<file path="config.mk">
export PLATFORM = sky130hd
export DESIGN_NAME = raster_line_command_formatter
export DESIGN_NICKNAME = d
export VERILOG_FILES = /design/src/rtl/rlcf_pkg.sv /design/src/rtl/rlcf_ctrl.sv /design/src/rtl/rlcf_dp.sv /design/src/rtl/raster_line_command_formatter.sv
export SDC_FILE = /design/constraint.sdc
export NUM_CORES = 1
export LEC_CHECK = 0
export BUFFER_PORTS_ARGS = -buffer_cell sky130_fd_sc_hd__buf_4
export CORE_MARGIN = 2
export CORE_UTILIZATION = 52
export DETAILED_ROUTE_END_ITERATION = 8
export PLACE_DENSITY = 0.68
export SETUP_SLACK_MARGIN = 0.5
export SLEW_MARGIN = 10
export SYNTH_ARGS = -nofsm -noshare
export SYNTH_HDL_FRONTEND = slang
export SYNTH_SLANG_ARGS = --single-unit
</file>
<file path="constraint.sdc">
create_clock -name i_clk -period 4.45 [get_ports i_clk]
set_input_delay 0.445 -clock i_clk [delete_from_list [all_inputs] [get_ports i_clk]]
set_output_delay 0.445 -clock i_clk [all_outputs]
set_load 0.02 [all_outputs]
</file>
<file path="src/rtl/rlcf_pkg.sv">
// rlcf_pkg: shared types, codes and byte tables for the raster line command formatter
// used by rlcf_ctrl, rlcf_dp and raster_line_command_formatter
`default_nettype none

package rlcf_pkg;

    // default row store depth in bytes
    localparam int MaxRowBytesDef = 32;
    // count fields (bytes in row, trimmed length, byte index)
    localparam int CNT_W = 6;
    // reset value of the dot threshold
    localparam logic [7:0] THRESHOLD_RST = 8'd127;

    // function codes of an input item
    localparam logic [1:0] FUNC_PIXEL = 2'd0;
    localparam logic [1:0] FUNC_BAND  = 2'd1;
    localparam logic [1:0] FUNC_JOB   = 2'd2;

    // command stream characters
    localparam logic [7:0] CH_ESC   = 8'd27;
    localparam logic [7:0] CH_G     = 8'h67;
    localparam logic [7:0] CH_ZERO  = 8'h30;
    localparam logic [7:0] CH_COMMA = 8'h2c;

    // header layout: esc, g, colour, three digits, comma
    localparam logic [CNT_W-1:0] HDR_LAST  = CNT_W'(6);
    localparam logic [CNT_W-1:0] BAND_LAST = CNT_W'(8);
    localparam logic [CNT_W-1:0] JOB_LAST  = CNT_W'(7);

    // header byte positions
    localparam logic [CNT_W-1:0] HDR_ESC    = CNT_W'(0);
    localparam logic [CNT_W-1:0] HDR_G      = CNT_W'(1);
    localparam logic [CNT_W-1:0] HDR_COLOUR = CNT_W'(2);
    localparam logic [CNT_W-1:0] HDR_HUND   = CNT_W'(3);
    localparam logic [CNT_W-1:0] HDR_TENS   = CNT_W'(4);
    localparam logic [CNT_W-1:0] HDR_ONES   = CNT_W'(5);

    // where the output byte comes from
    typedef enum logic [2:0] {
        SRC_NONE,
        SRC_HDR,
        SRC_DATA,
        SRC_BAND,
        SRC_JOB
    } t_src;

    // controller to datapath
    typedef struct packed {
        logic             pix_en;   // pixel item accepted
        logic             emit;     // load one byte into the output register
        t_src             src;
        logic [CNT_W-1:0] idx;      // byte index within the current source
        logic [CNT_W-1:0] rd_idx;   // row store read index for the next cycle
        logic             last;     // final byte of this item
    } t_cmd;

    // datapath to controller
    typedef struct packed {
        logic             out_free; // output register can take a byte
        logic [CNT_W-1:0] cmd_len;  // trimmed byte count of the finished row
    } t_stat;

    // colour character from plane and row phase
    function automatic logic [7:0] colour_char(input logic [3:0] sel);
        logic [7:0] c;
        case (sel)
            4'd0:  c = 8'h3c;
            4'd1:  c = 8'h3d;
            4'd2:  c = 8'h3e;
            4'd3:  c = 8'h3f;
            4'd4:  c = 8'h34;
            4'd5:  c = 8'h35;
            4'd6:  c = 8'h36;
            4'd7:  c = 8'h37;
            4'd8:  c = 8'h38;
            4'd9:  c = 8'h39;
            4'd10: c = 8'h3a;
            4'd11: c = 8'h3b;
            4'd12: c = 8'h30;
            4'd13: c = 8'h31;
            4'd14: c = 8'h32;
            default: c = 8'h33;
        endcase
        return c;
    endfunction

    // band end trailer: esc k 2 esc w B esc k 1
    function automatic logic [7:0] band_byte(input logic [CNT_W-1:0] k);
        logic [7:0] c;
        case (k)
            CNT_W'(0): c = CH_ESC;
            CNT_W'(1): c = 8'h6b;
            CNT_W'(2): c = 8'h32;
            CNT_W'(3): c = CH_ESC;
            CNT_W'(4): c = 8'h77;
            CNT_W'(5): c = 8'h42;
            CNT_W'(6): c = CH_ESC;
            CNT_W'(7): c = 8'h6b;
            default:   c = 8'h31;
        endcase
        return c;
    endfunction

    // job start string: esc cr P esc w e esc backslash
    function automatic logic [7:0] job_byte(input logic [CNT_W-1:0] k);
        logic [7:0] c;
        case (k)
            CNT_W'(0): c = CH_ESC;
            CNT_W'(1): c = 8'h0d;
            CNT_W'(2): c = 8'h50;
            CNT_W'(3): c = CH_ESC;
            CNT_W'(4): c = 8'h77;
            CNT_W'(5): c = 8'h65;
            CNT_W'(6): c = CH_ESC;
            default:   c = 8'h5c;
        endcase
        return c;
    endfunction

endpackage

`default_nettype wire

</file>
<file path="src/rtl/rlcf_ctrl.sv">
// rlcf_ctrl: sequencer for the formatter; accepts items and steps through header,
// row data and fixed strings; depends on rlcf_pkg
`default_nettype none

module rlcf_ctrl (
    input  wire logic                 i_clk,
    input  wire logic                 i_rst_n,
    input  wire logic                 i_in_valid,
    output logic                      o_in_stall,
    input  wire logic [1:0]           i_func,
    input  wire logic                 i_last_in_row,
    input  wire rlcf_pkg::t_stat      i_stat,
    output rlcf_pkg::t_cmd            o_cmd
);
    import rlcf_pkg::*;

    typedef enum logic [1:0] {
        ST_IDLE,
        ST_HDR,
        ST_DATA,
        ST_SEQ
    } t_state;

    t_state           r_state, n_state;
    logic [CNT_W-1:0] r_idx, n_idx;
    logic             r_job, n_job;

    logic             accept;
    logic             emit;
    logic             last;
    t_src             src;
    logic [CNT_W-1:0] rd_idx;
    logic [CNT_W-1:0] idx_inc;

    assign o_in_stall = (r_state != ST_IDLE);
    assign accept     = i_in_valid && (r_state == ST_IDLE);
    assign emit       = (r_state != ST_IDLE) && i_stat.out_free;
    assign idx_inc    = r_idx + CNT_W'(1);

    // byte source, end of item and row store read index
    always_comb begin
        src    = SRC_NONE;
        last   = 1'b0;
        rd_idx = '0;
        case (r_state)
            ST_HDR: begin
                src  = SRC_HDR;
                last = (r_idx == HDR_LAST) && (i_stat.cmd_len == '0);
            end
            ST_DATA: begin
                src    = SRC_DATA;
                last   = (idx_inc == i_stat.cmd_len);
                rd_idx = emit ? idx_inc : r_idx;
            end
            ST_SEQ: begin
                src  = r_job ? SRC_JOB : SRC_BAND;
                last = (r_idx == (r_job ? JOB_LAST : BAND_LAST));
            end
            default: begin
                src = SRC_NONE;
            end
        endcase
    end

    // next state
    always_comb begin
        n_state = r_state;
        n_idx   = r_idx;
        n_job   = r_job;
        case (r_state)
            ST_IDLE: begin
                n_idx = '0;
                if (accept) begin
                    if (i_func == FUNC_PIXEL && i_last_in_row) begin
                        n_state = ST_HDR;
                    end else if (i_func == FUNC_BAND) begin
                        n_state = ST_SEQ;
                        n_job   = 1'b0;
                    end else if (i_func == FUNC_JOB) begin
                        n_state = ST_SEQ;
                        n_job   = 1'b1;
                    end
                end
            end
            ST_HDR: begin
                if (emit) begin
                    if (r_idx == HDR_LAST) begin
                        n_idx   = '0;
                        n_state = last ? ST_IDLE : ST_DATA;
                    end else begin
                        n_idx = idx_inc;
                    end
                end
            end
            ST_DATA, ST_SEQ: begin
                if (emit) begin
                    n_idx = idx_inc;
                    if (last) begin
                        n_state = ST_IDLE;
                    end
                end
            end
            default: begin
                n_state = ST_IDLE;
            end
        endcase
    end

    // state register
    always_ff @(posedge i_clk) begin
        if (!i_rst_n) begin
            r_state <= ST_IDLE;
            r_idx   <= '0;
            r_job   <= 1'b0;
        end else begin
            r_state <= n_state;
            r_idx   <= n_idx;
            r_job   <= n_job;
        end
    end

    // commands to the datapath
    always_comb begin
        o_cmd        = '0;
        o_cmd.pix_en = accept && (i_func == FUNC_PIXEL);
        o_cmd.emit   = emit;
        o_cmd.src    = src;
        o_cmd.idx    = r_idx;
        o_cmd.rd_idx = rd_idx;
        o_cmd.last   = last;
    end

endmodule

`default_nettype wire

</file>
<file path="src/rtl/rlcf_dp.sv">
// rlcf_dp: datapath of the formatter; threshold, bit packing, row store,
// count digits and the output register; depends on rlcf_pkg
`default_nettype none

module rlcf_dp #(
    parameter int MAX_ROW_BYTES = rlcf_pkg::MaxRowBytesDef
) (
    input  wire logic                 i_clk,
    input  wire logic                 i_rst_n,
    input  wire logic                 i_cfg_we,
    input  wire logic [7:0]           i_cfg_data,
    input  wire logic [7:0]           i_pixel,
    input  wire logic [1:0]           i_plane,
    input  wire logic [1:0]           i_row_phase,
    input  wire logic                 i_last_in_row,
    input  wire logic                 i_out_stall,
    input  wire rlcf_pkg::t_cmd       i_cmd,
    output rlcf_pkg::t_stat           o_stat,
    output logic                      o_out_valid,
    output logic [7:0]                o_out_byte,
    output logic                      o_last_byte
);
    import rlcf_pkg::*;

    localparam int ADDR_W = (MAX_ROW_BYTES > 1) ? $clog2(MAX_ROW_BYTES) : 1;

    logic [7:0]       r_threshold;
    logic [7:0]       r_acc;
    logic [2:0]       r_pos;
    logic [CNT_W-1:0] r_bytes;
    logic [CNT_W-1:0] r_trim;
    logic [CNT_W-1:0] r_cmd_len;
    logic [7:0]       r_colour;
    logic [7:0]       r_rd_data;
    logic             r_out_valid;
    logic [7:0]       r_out_byte;
    logic             r_out_last;
    logic [7:0]       row_mem [MAX_ROW_BYTES];

    logic [7:0]       acc_new;
    logic [2:0]       pos_new;
    logic             wrap;
    logic             do_store;
    logic [7:0]       store_val;
    logic             wr_en;
    logic [CNT_W-1:0] bytes_inc;
    logic [CNT_W-1:0] trim_new;
    logic [3:0]       tens;
    logic [3:0]       ones;
    logic [7:0]       sel_byte;
    logic             out_free;

    // pack one thresholded pixel, store a full or padded byte
    always_comb begin
        acc_new   = {r_acc[6:0], (i_pixel > r_threshold)};
        pos_new   = r_pos + 3'd1;
        wrap      = (pos_new == 3'd0);
        do_store  = wrap || i_last_in_row;
        store_val = wrap ? acc_new : (acc_new << (3'd0 - pos_new));
        wr_en     = i_cmd.pix_en && do_store && (r_bytes < CNT_W'(MAX_ROW_BYTES));
        bytes_inc = r_bytes + CNT_W'(1);
        trim_new  = (wr_en && store_val != 8'd0) ? bytes_inc : r_trim;
    end

    // packing state and threshold
    always_ff @(posedge i_clk) begin
        if (!i_rst_n) begin
            r_threshold <= THRESHOLD_RST;
            r_acc       <= '0;
            r_pos       <= '0;
            r_bytes     <= '0;
            r_trim      <= '0;
            r_cmd_len   <= '0;
        end else begin
            if (i_cfg_we) begin
                r_threshold <= i_cfg_data;
            end
            if (i_cmd.pix_en) begin
                if (i_last_in_row) begin
                    r_cmd_len <= trim_new;
                    r_acc     <= '0;
                    r_pos     <= '0;
                    r_bytes   <= '0;
                    r_trim    <= '0;
                end else begin
                    r_acc   <= wrap ? 8'd0 : acc_new;
                    r_pos   <= pos_new;
                    r_bytes <= wr_en ? bytes_inc : r_bytes;
                    r_trim  <= trim_new;
                end
            end
        end
    end

    // colour character of the row being finished
    always_ff @(posedge i_clk) begin
        if (i_cmd.pix_en && i_last_in_row) begin
            r_colour <= colour_char({i_plane, i_row_phase});
        end
    end

    // row store: one write port, one registered read port
    always_ff @(posedge i_clk) begin
        if (wr_en) begin
            row_mem[r_bytes[ADDR_W-1:0]] <= store_val;
        end
        r_rd_data <= row_mem[i_cmd.rd_idx[ADDR_W-1:0]];
    end

    // decimal digits of the count, which stays below one hundred
    always_comb begin
        tens = 4'd0;
        for (int k = 1; k <= 6; k++) begin
            if (r_cmd_len >= CNT_W'(k * 10)) begin
                tens = 4'(k);
            end
        end
        ones = 4'(r_cmd_len - CNT_W'(tens * 4'd10));
    end

    // output byte select
    always_comb begin
        sel_byte = 8'd0;
        case (i_cmd.src)
            SRC_HDR: begin
                case (i_cmd.idx)
                    HDR_ESC:    sel_byte = CH_ESC;
                    HDR_G:      sel_byte = CH_G;
                    HDR_COLOUR: sel_byte = r_colour;
                    HDR_HUND:   sel_byte = CH_ZERO;
                    HDR_TENS:   sel_byte = CH_ZERO + {4'd0, tens};
                    HDR_ONES:   sel_byte = CH_ZERO + {4'd0, ones};
                    default:    sel_byte = CH_COMMA;
                endcase
            end
            SRC_DATA: sel_byte = r_rd_data;
            SRC_BAND: sel_byte = band_byte(i_cmd.idx);
            SRC_JOB:  sel_byte = job_byte(i_cmd.idx);
            default:  sel_byte = 8'd0;
        endcase
    end

    // output register
    assign out_free = !r_out_valid || !i_out_stall;

    always_ff @(posedge i_clk) begin
        if (!i_rst_n) begin
            r_out_valid <= 1'b0;
        end else if (i_cmd.emit) begin
            r_out_valid <= 1'b1;
        end else if (!i_out_stall) begin
            r_out_valid <= 1'b0;
        end
    end

    always_ff @(posedge i_clk) begin
        if (i_cmd.emit) begin
            r_out_byte <= sel_byte;
            r_out_last <= i_cmd.last;
        end
    end

    assign o_stat.out_free = out_free;
    assign o_stat.cmd_len  = r_cmd_len;
    assign o_out_valid     = r_out_valid;
    assign o_out_byte      = r_out_byte;
    assign o_last_byte     = r_out_last;

endmodule

`default_nettype wire

</file>
<file path="src/rtl/raster_line_command_formatter.sv">
// raster_line_command_formatter: top level joining the sequencer and the datapath
// depends on rlcf_pkg, rlcf_ctrl and rlcf_dp
//
// Pixels of one colour plane are taken one item per cycle and packed into the row
// store with no result. The item that ends a row, a band-end or a job-start item
// stalls the input while its command drains through the output register at one
// byte per cycle: 7 + N bytes for a row with N trimmed data bytes, 9 for the
// band trailer and 8 for the job start string; a stalled output holds the drain.
// The next item is taken in the cycle after the last byte is loaded. Unused function
// codes are taken and ignored. The dot threshold may be written while idle.
`default_nettype none

module raster_line_command_formatter #(
    parameter int MAX_ROW_BYTES = rlcf_pkg::MaxRowBytesDef
) (
    input  wire logic       i_clk,
    input  wire logic       i_rst_n,
    input  wire logic       i_cfg_we,
    input  wire logic [7:0] i_cfg_data,
    input  wire logic       i_in_valid,
    output logic            o_in_stall,
    input  wire logic [1:0] i_func,
    input  wire logic [7:0] i_pixel,
    input  wire logic [1:0] i_plane,
    input  wire logic [1:0] i_row_phase,
    input  wire logic       i_last_in_row,
    output logic            o_out_valid,
    input  wire logic       i_out_stall,
    output logic [7:0]      o_out_byte,
    output logic            o_last_byte
);
    import rlcf_pkg::*;

    t_cmd  cmd;
    t_stat stat;

    // sequencer
    rlcf_ctrl u_ctrl (
        .i_clk         (i_clk),
        .i_rst_n       (i_rst_n),
        .i_in_valid    (i_in_valid),
        .o_in_stall    (o_in_stall),
        .i_func        (i_func),
        .i_last_in_row (i_last_in_row),
        .i_stat        (stat),
        .o_cmd         (cmd)
    );

    // datapath
    rlcf_dp #(
        .MAX_ROW_BYTES (MAX_ROW_BYTES)
    ) u_dp (
        .i_clk         (i_clk),
        .i_rst_n       (i_rst_n),
        .i_cfg_we      (i_cfg_we),
        .i_cfg_data    (i_cfg_data),
        .i_pixel       (i_pixel),
        .i_plane       (i_plane),
        .i_row_phase   (i_row_phase),
        .i_last_in_row (i_last_in_row),
        .i_out_stall   (i_out_stall),
        .i_cmd         (cmd),
        .o_stat        (stat),
        .o_out_valid   (o_out_valid),
        .o_out_byte    (o_out_byte),
        .o_last_byte   (o_last_byte)
    );

endmodule

`default_nettype wire

</file>
==> results.sh <==
export IMPL_fin_ws_ns=0.989
export IMPL_die_width_um=171
export IMPL_cts_inserted_buffers=36
export IMPL_drtAntennaViolNets=0
export IMPL_dieArea_sq_um=29100
export IMPL_p_switching_w=0.00173
export IMPL_remaining_drc_errors=0
export IMPL_post_cts_buffers=0
export IMPL_postSynthCellCount=1066
export IMPL_final_core_util_pct=60.0
export IMPL_yosys_warnings=0
export IMPL_dp_hpwl_um=20600
export IMPL_ir_drop_uv=256
export IMPL_grt_max_degree=57
export IMPL_rsz0062_at_grt="no"
export IMPL_grt_usage_pct=23.2
export IMPL_synth_ff_type="edfxtp_1"
export IMPL_critPathLaunchType="flip-flop"
export IMPL_pwr_density_cell_nw_per_um2=442
export IMPL_status="finished clean"
export IMPL_antenna_found_initial=0
export IMPL_hold_worst_slack_ns=0.112
export IMPL_pre_cts_ws_ns=0.986
export IMPL_drtIter0Drc=992
export IMPL_die_h_um=171
export IMPL_power_w=0.00719
export IMPL_top_layer="met4"
export IMPL_cap_violations=0
export IMPL_wl_met2_um=15500
export IMPL_ys_ff_latch=329
export IMPL_met1_length_um=14400
export IMPL_clk_pin_slew_worst_paths_ns=0.06
export IMPL_p_leak_nw=5.61
export IMPL_diodes=0
export IMPL_num_io_pins=39
export IMPL_skew_ns=0.0189
export IMPL_finalSetupViolations=0
export IMPL_synth_area_sq_um=14400
export IMPL_start_util_pct=53.3
export IMPL_synth_edff_count=269
export IMPL_drive_gt1_share_pct=17.4
export IMPL_fin_crit_sh_pct=77.8
export IMPL_dr_pass1_iters=7
export IMPL_synth_top_area_share_pct=56.0
export IMPL_worstSkewPairLatency_ns=0.52
export IMPL_finalNetCount=1156
export IMPL_gr_total_overflow=0
export IMPL_yosysMostFrequentCell="edfxtp_1"
export IMPL_path_max_fanout=56
export IMPL_grt_pass1_vias=8621
export IMPL_p_sw_share_pct=24.1
export IMPL_rows=60
export IMPL_tightestPinTransition_ns=1.04
export IMPL_ys_seq_area_share_pct=64.3
export IMPL_hold_path_class="input port to flip-flop"
export IMPL_wl_met3_um=2330
export IMPL_vias_per_cell=6.03
export IMPL_yosysTopAreaCell="edfxtp_1"
export IMPL_post_drt_wl_per_cell_um=22.0
export IMPL_cp_end_kind="flip-flop"
export IMPL_grt_pass1_wl_um=51100
export IMPL_syn_num_nets=1119
export IMPL_finalHoldViolCount=0
export IMPL_max_freq_mhz=289
export IMPL_hold_depth=1
export IMPL_worst_setup_path_type="flip-flop to flip-flop"
export IMPL_worstPathRequired_ns=4.83
export IMPL_holdBufCountCts=0
export IMPL_cts_buffer_depth=3
export IMPL_syn_to_final_growth_pct=12.7
export IMPL_async_flop_share_pct=0
export IMPL_p_comb_share_pct=12.3
export IMPL_maxSlewHeadroom_pct=29.8
export IMPL_synth_avg_cell_area_sq_um=13.5
export IMPL_synth_area_leaders="edfxtp_1 56%, mux4_2 10%, dfxtp_1 8.3%"
export IMPL_post_synth_num_cell_types=65
export IMPL_vias=9055
export IMPL_p_int_w=0.00546
export IMPL_port_buffers=38
export IMPL_clkPwrFrac_pct=39.5
export IMPL_globalplace_congestion=0.896
export IMPL_setup_tns_ns=0
export IMPL_ctsResizeCount=0
export IMPL_netlist_top_cells_count="269 x edfxtp_1, 133 x nand2_1, 80 x nor2_1"
export IMPL_maxSlewViolCount=0
export IMPL_cp_arrival_ns=3.84
export IMPL_root_buffer="clkbuf_16"
export IMPL_seqPwrFrac_pct=48.1
export IMPL_htreeDepth=2
export IMPL_coreArea_sq_um=27100
export IMPL_routed_wl_um=33000
export IMPL_cts_num_sinks=329
export IMPL_rr_worst_depth=9
export IMPL_min_period_ns=3.46
export IMPL_cts_tree="yes"
[metrics by stage]
stage	std cells	cell area (sq um)
detailed placement	1437	15100
global placement	1437	15100
finish	1502	16300
CTS	1502	16300
floorplan	1066	14400
global route	1502	16300
[layer usage]
metal	vias up	global-route usage, %
met2	384	36.3
met1	4507	33.8
met5	-	0
met3	49	3.61
li1	4115	-
met4	0	6.91
[path summary, 6_finish.rpt]
check                          endpoint                            from  slack (ns)
max           u_dp.r_rd_data[2]$_DFF_P_  u_ctrl.r_state[1]$_SDFFE_PN0P_        0.99
min          u_dp.r_colour[1]$_DFFE_PP_                  i_row_phase[1]        0.11
max reg2reg   u_dp.r_rd_data[2]$_DFF_P_  u_ctrl.r_state[1]$_SDFFE_PN0P_        0.99
min reg2reg  u_dp.r_pos[1]$_SDFFE_PN0P_      u_dp.r_pos[1]$_SDFFE_PN0P_        0.46
[registers in the layout (all words and copies together), names as in the netlist, named ones only]
name	cells
u_dp.row_mem	256
u_dp.o_last_byte	1
u_ctrl.r_idx	6
u_dp.r_cmd_len	6
u_dp.o_out_byte	8
u_dp.r_pos	3
u_dp.r_threshold	8
u_ctrl.r_state	2
u_dp.r_colour	4
u_dp.r_bytes	6
u_dp.r_rd_data	8
u_dp.r_acc	7
u_dp.o_out_valid	1
u_ctrl.r_job	1
u_dp.r_trim	6
[layout make-up]
type	count	area (sq um)
Tap cell	372	465
Clock inverter	19	183
Fill cell	2033	10800
Clock buffer	46	948
Timing Repair Buffer	64	493
Inverter	37	139
Sequential cell	329	9280
Multi-Input combinational cell	635	4750
[cells by family after synthesis]
group	after synthesis	share of synthesized area [%]
simple gates	341	10.7
flops	329	64.3
compound gates	171	7.46
buf+inv	102	2.95
mux	80	11.3
fa+ha+maj	25	2.22
xor+xnor	18	1.09
[power groups by stage]
| stage | registers [W] | logic, W | clock network (W) |
|---|---|---|---|
| after floorplan | 0.00353 | 0.000624 | 0 |
| after global placement | 0.00352 | 0.000882 | 0 |
| after detailed placement | 0.00352 | 0.000889 | 0 |
| after CTS | 0.00346 | 0.000892 | 0.00288 |
| after global routing | 0.00346 | 0.000972 | 0.00300 |
| final | 0.00346 | 0.000887 | 0.00284 |
[layout by cell type, fill, tap and decap left out, types with 4 or more instances in the layout]
master,count
a211oi_1,7
a21o_1,4
a21oi_1,43
a22oi_1,6
a311oi_1,4
a31oi_1,6
and2_1,5
buf_4,63
clkbuf_1,9
clkbuf_16,36
clkinv_1,7
clkinv_2,6
dfxtp_1,60
edfxtp_1,269
ha_1,24
inv_1,37
mux2i_1,13
mux4_2,65
nand2_1,133
nand2b_1,5
nand3_1,55
nand3b_1,5
nand4_1,9
nor2_1,80
nor2b_1,8
nor3_1,17
o211ai_1,11
o21a_1,4
o21ai_0,43
o22ai_1,10
or3_1,4
xnor2_1,10
xor2_1,8
[worst max-delay path: stages, from the launching register on]
cell and delay (ns):
dfxtp_1 0.64, inv_1 0.36, nor2_1 0.54, nand2b_2 0.30, buf_4 0.44, mux4_2 0.41, nand2_1 0.10, nand2_1 0.05
o21ai_0 0.30, o21ai_0 0.13
No activity file was read; power rests on OpenSTA's default activity.
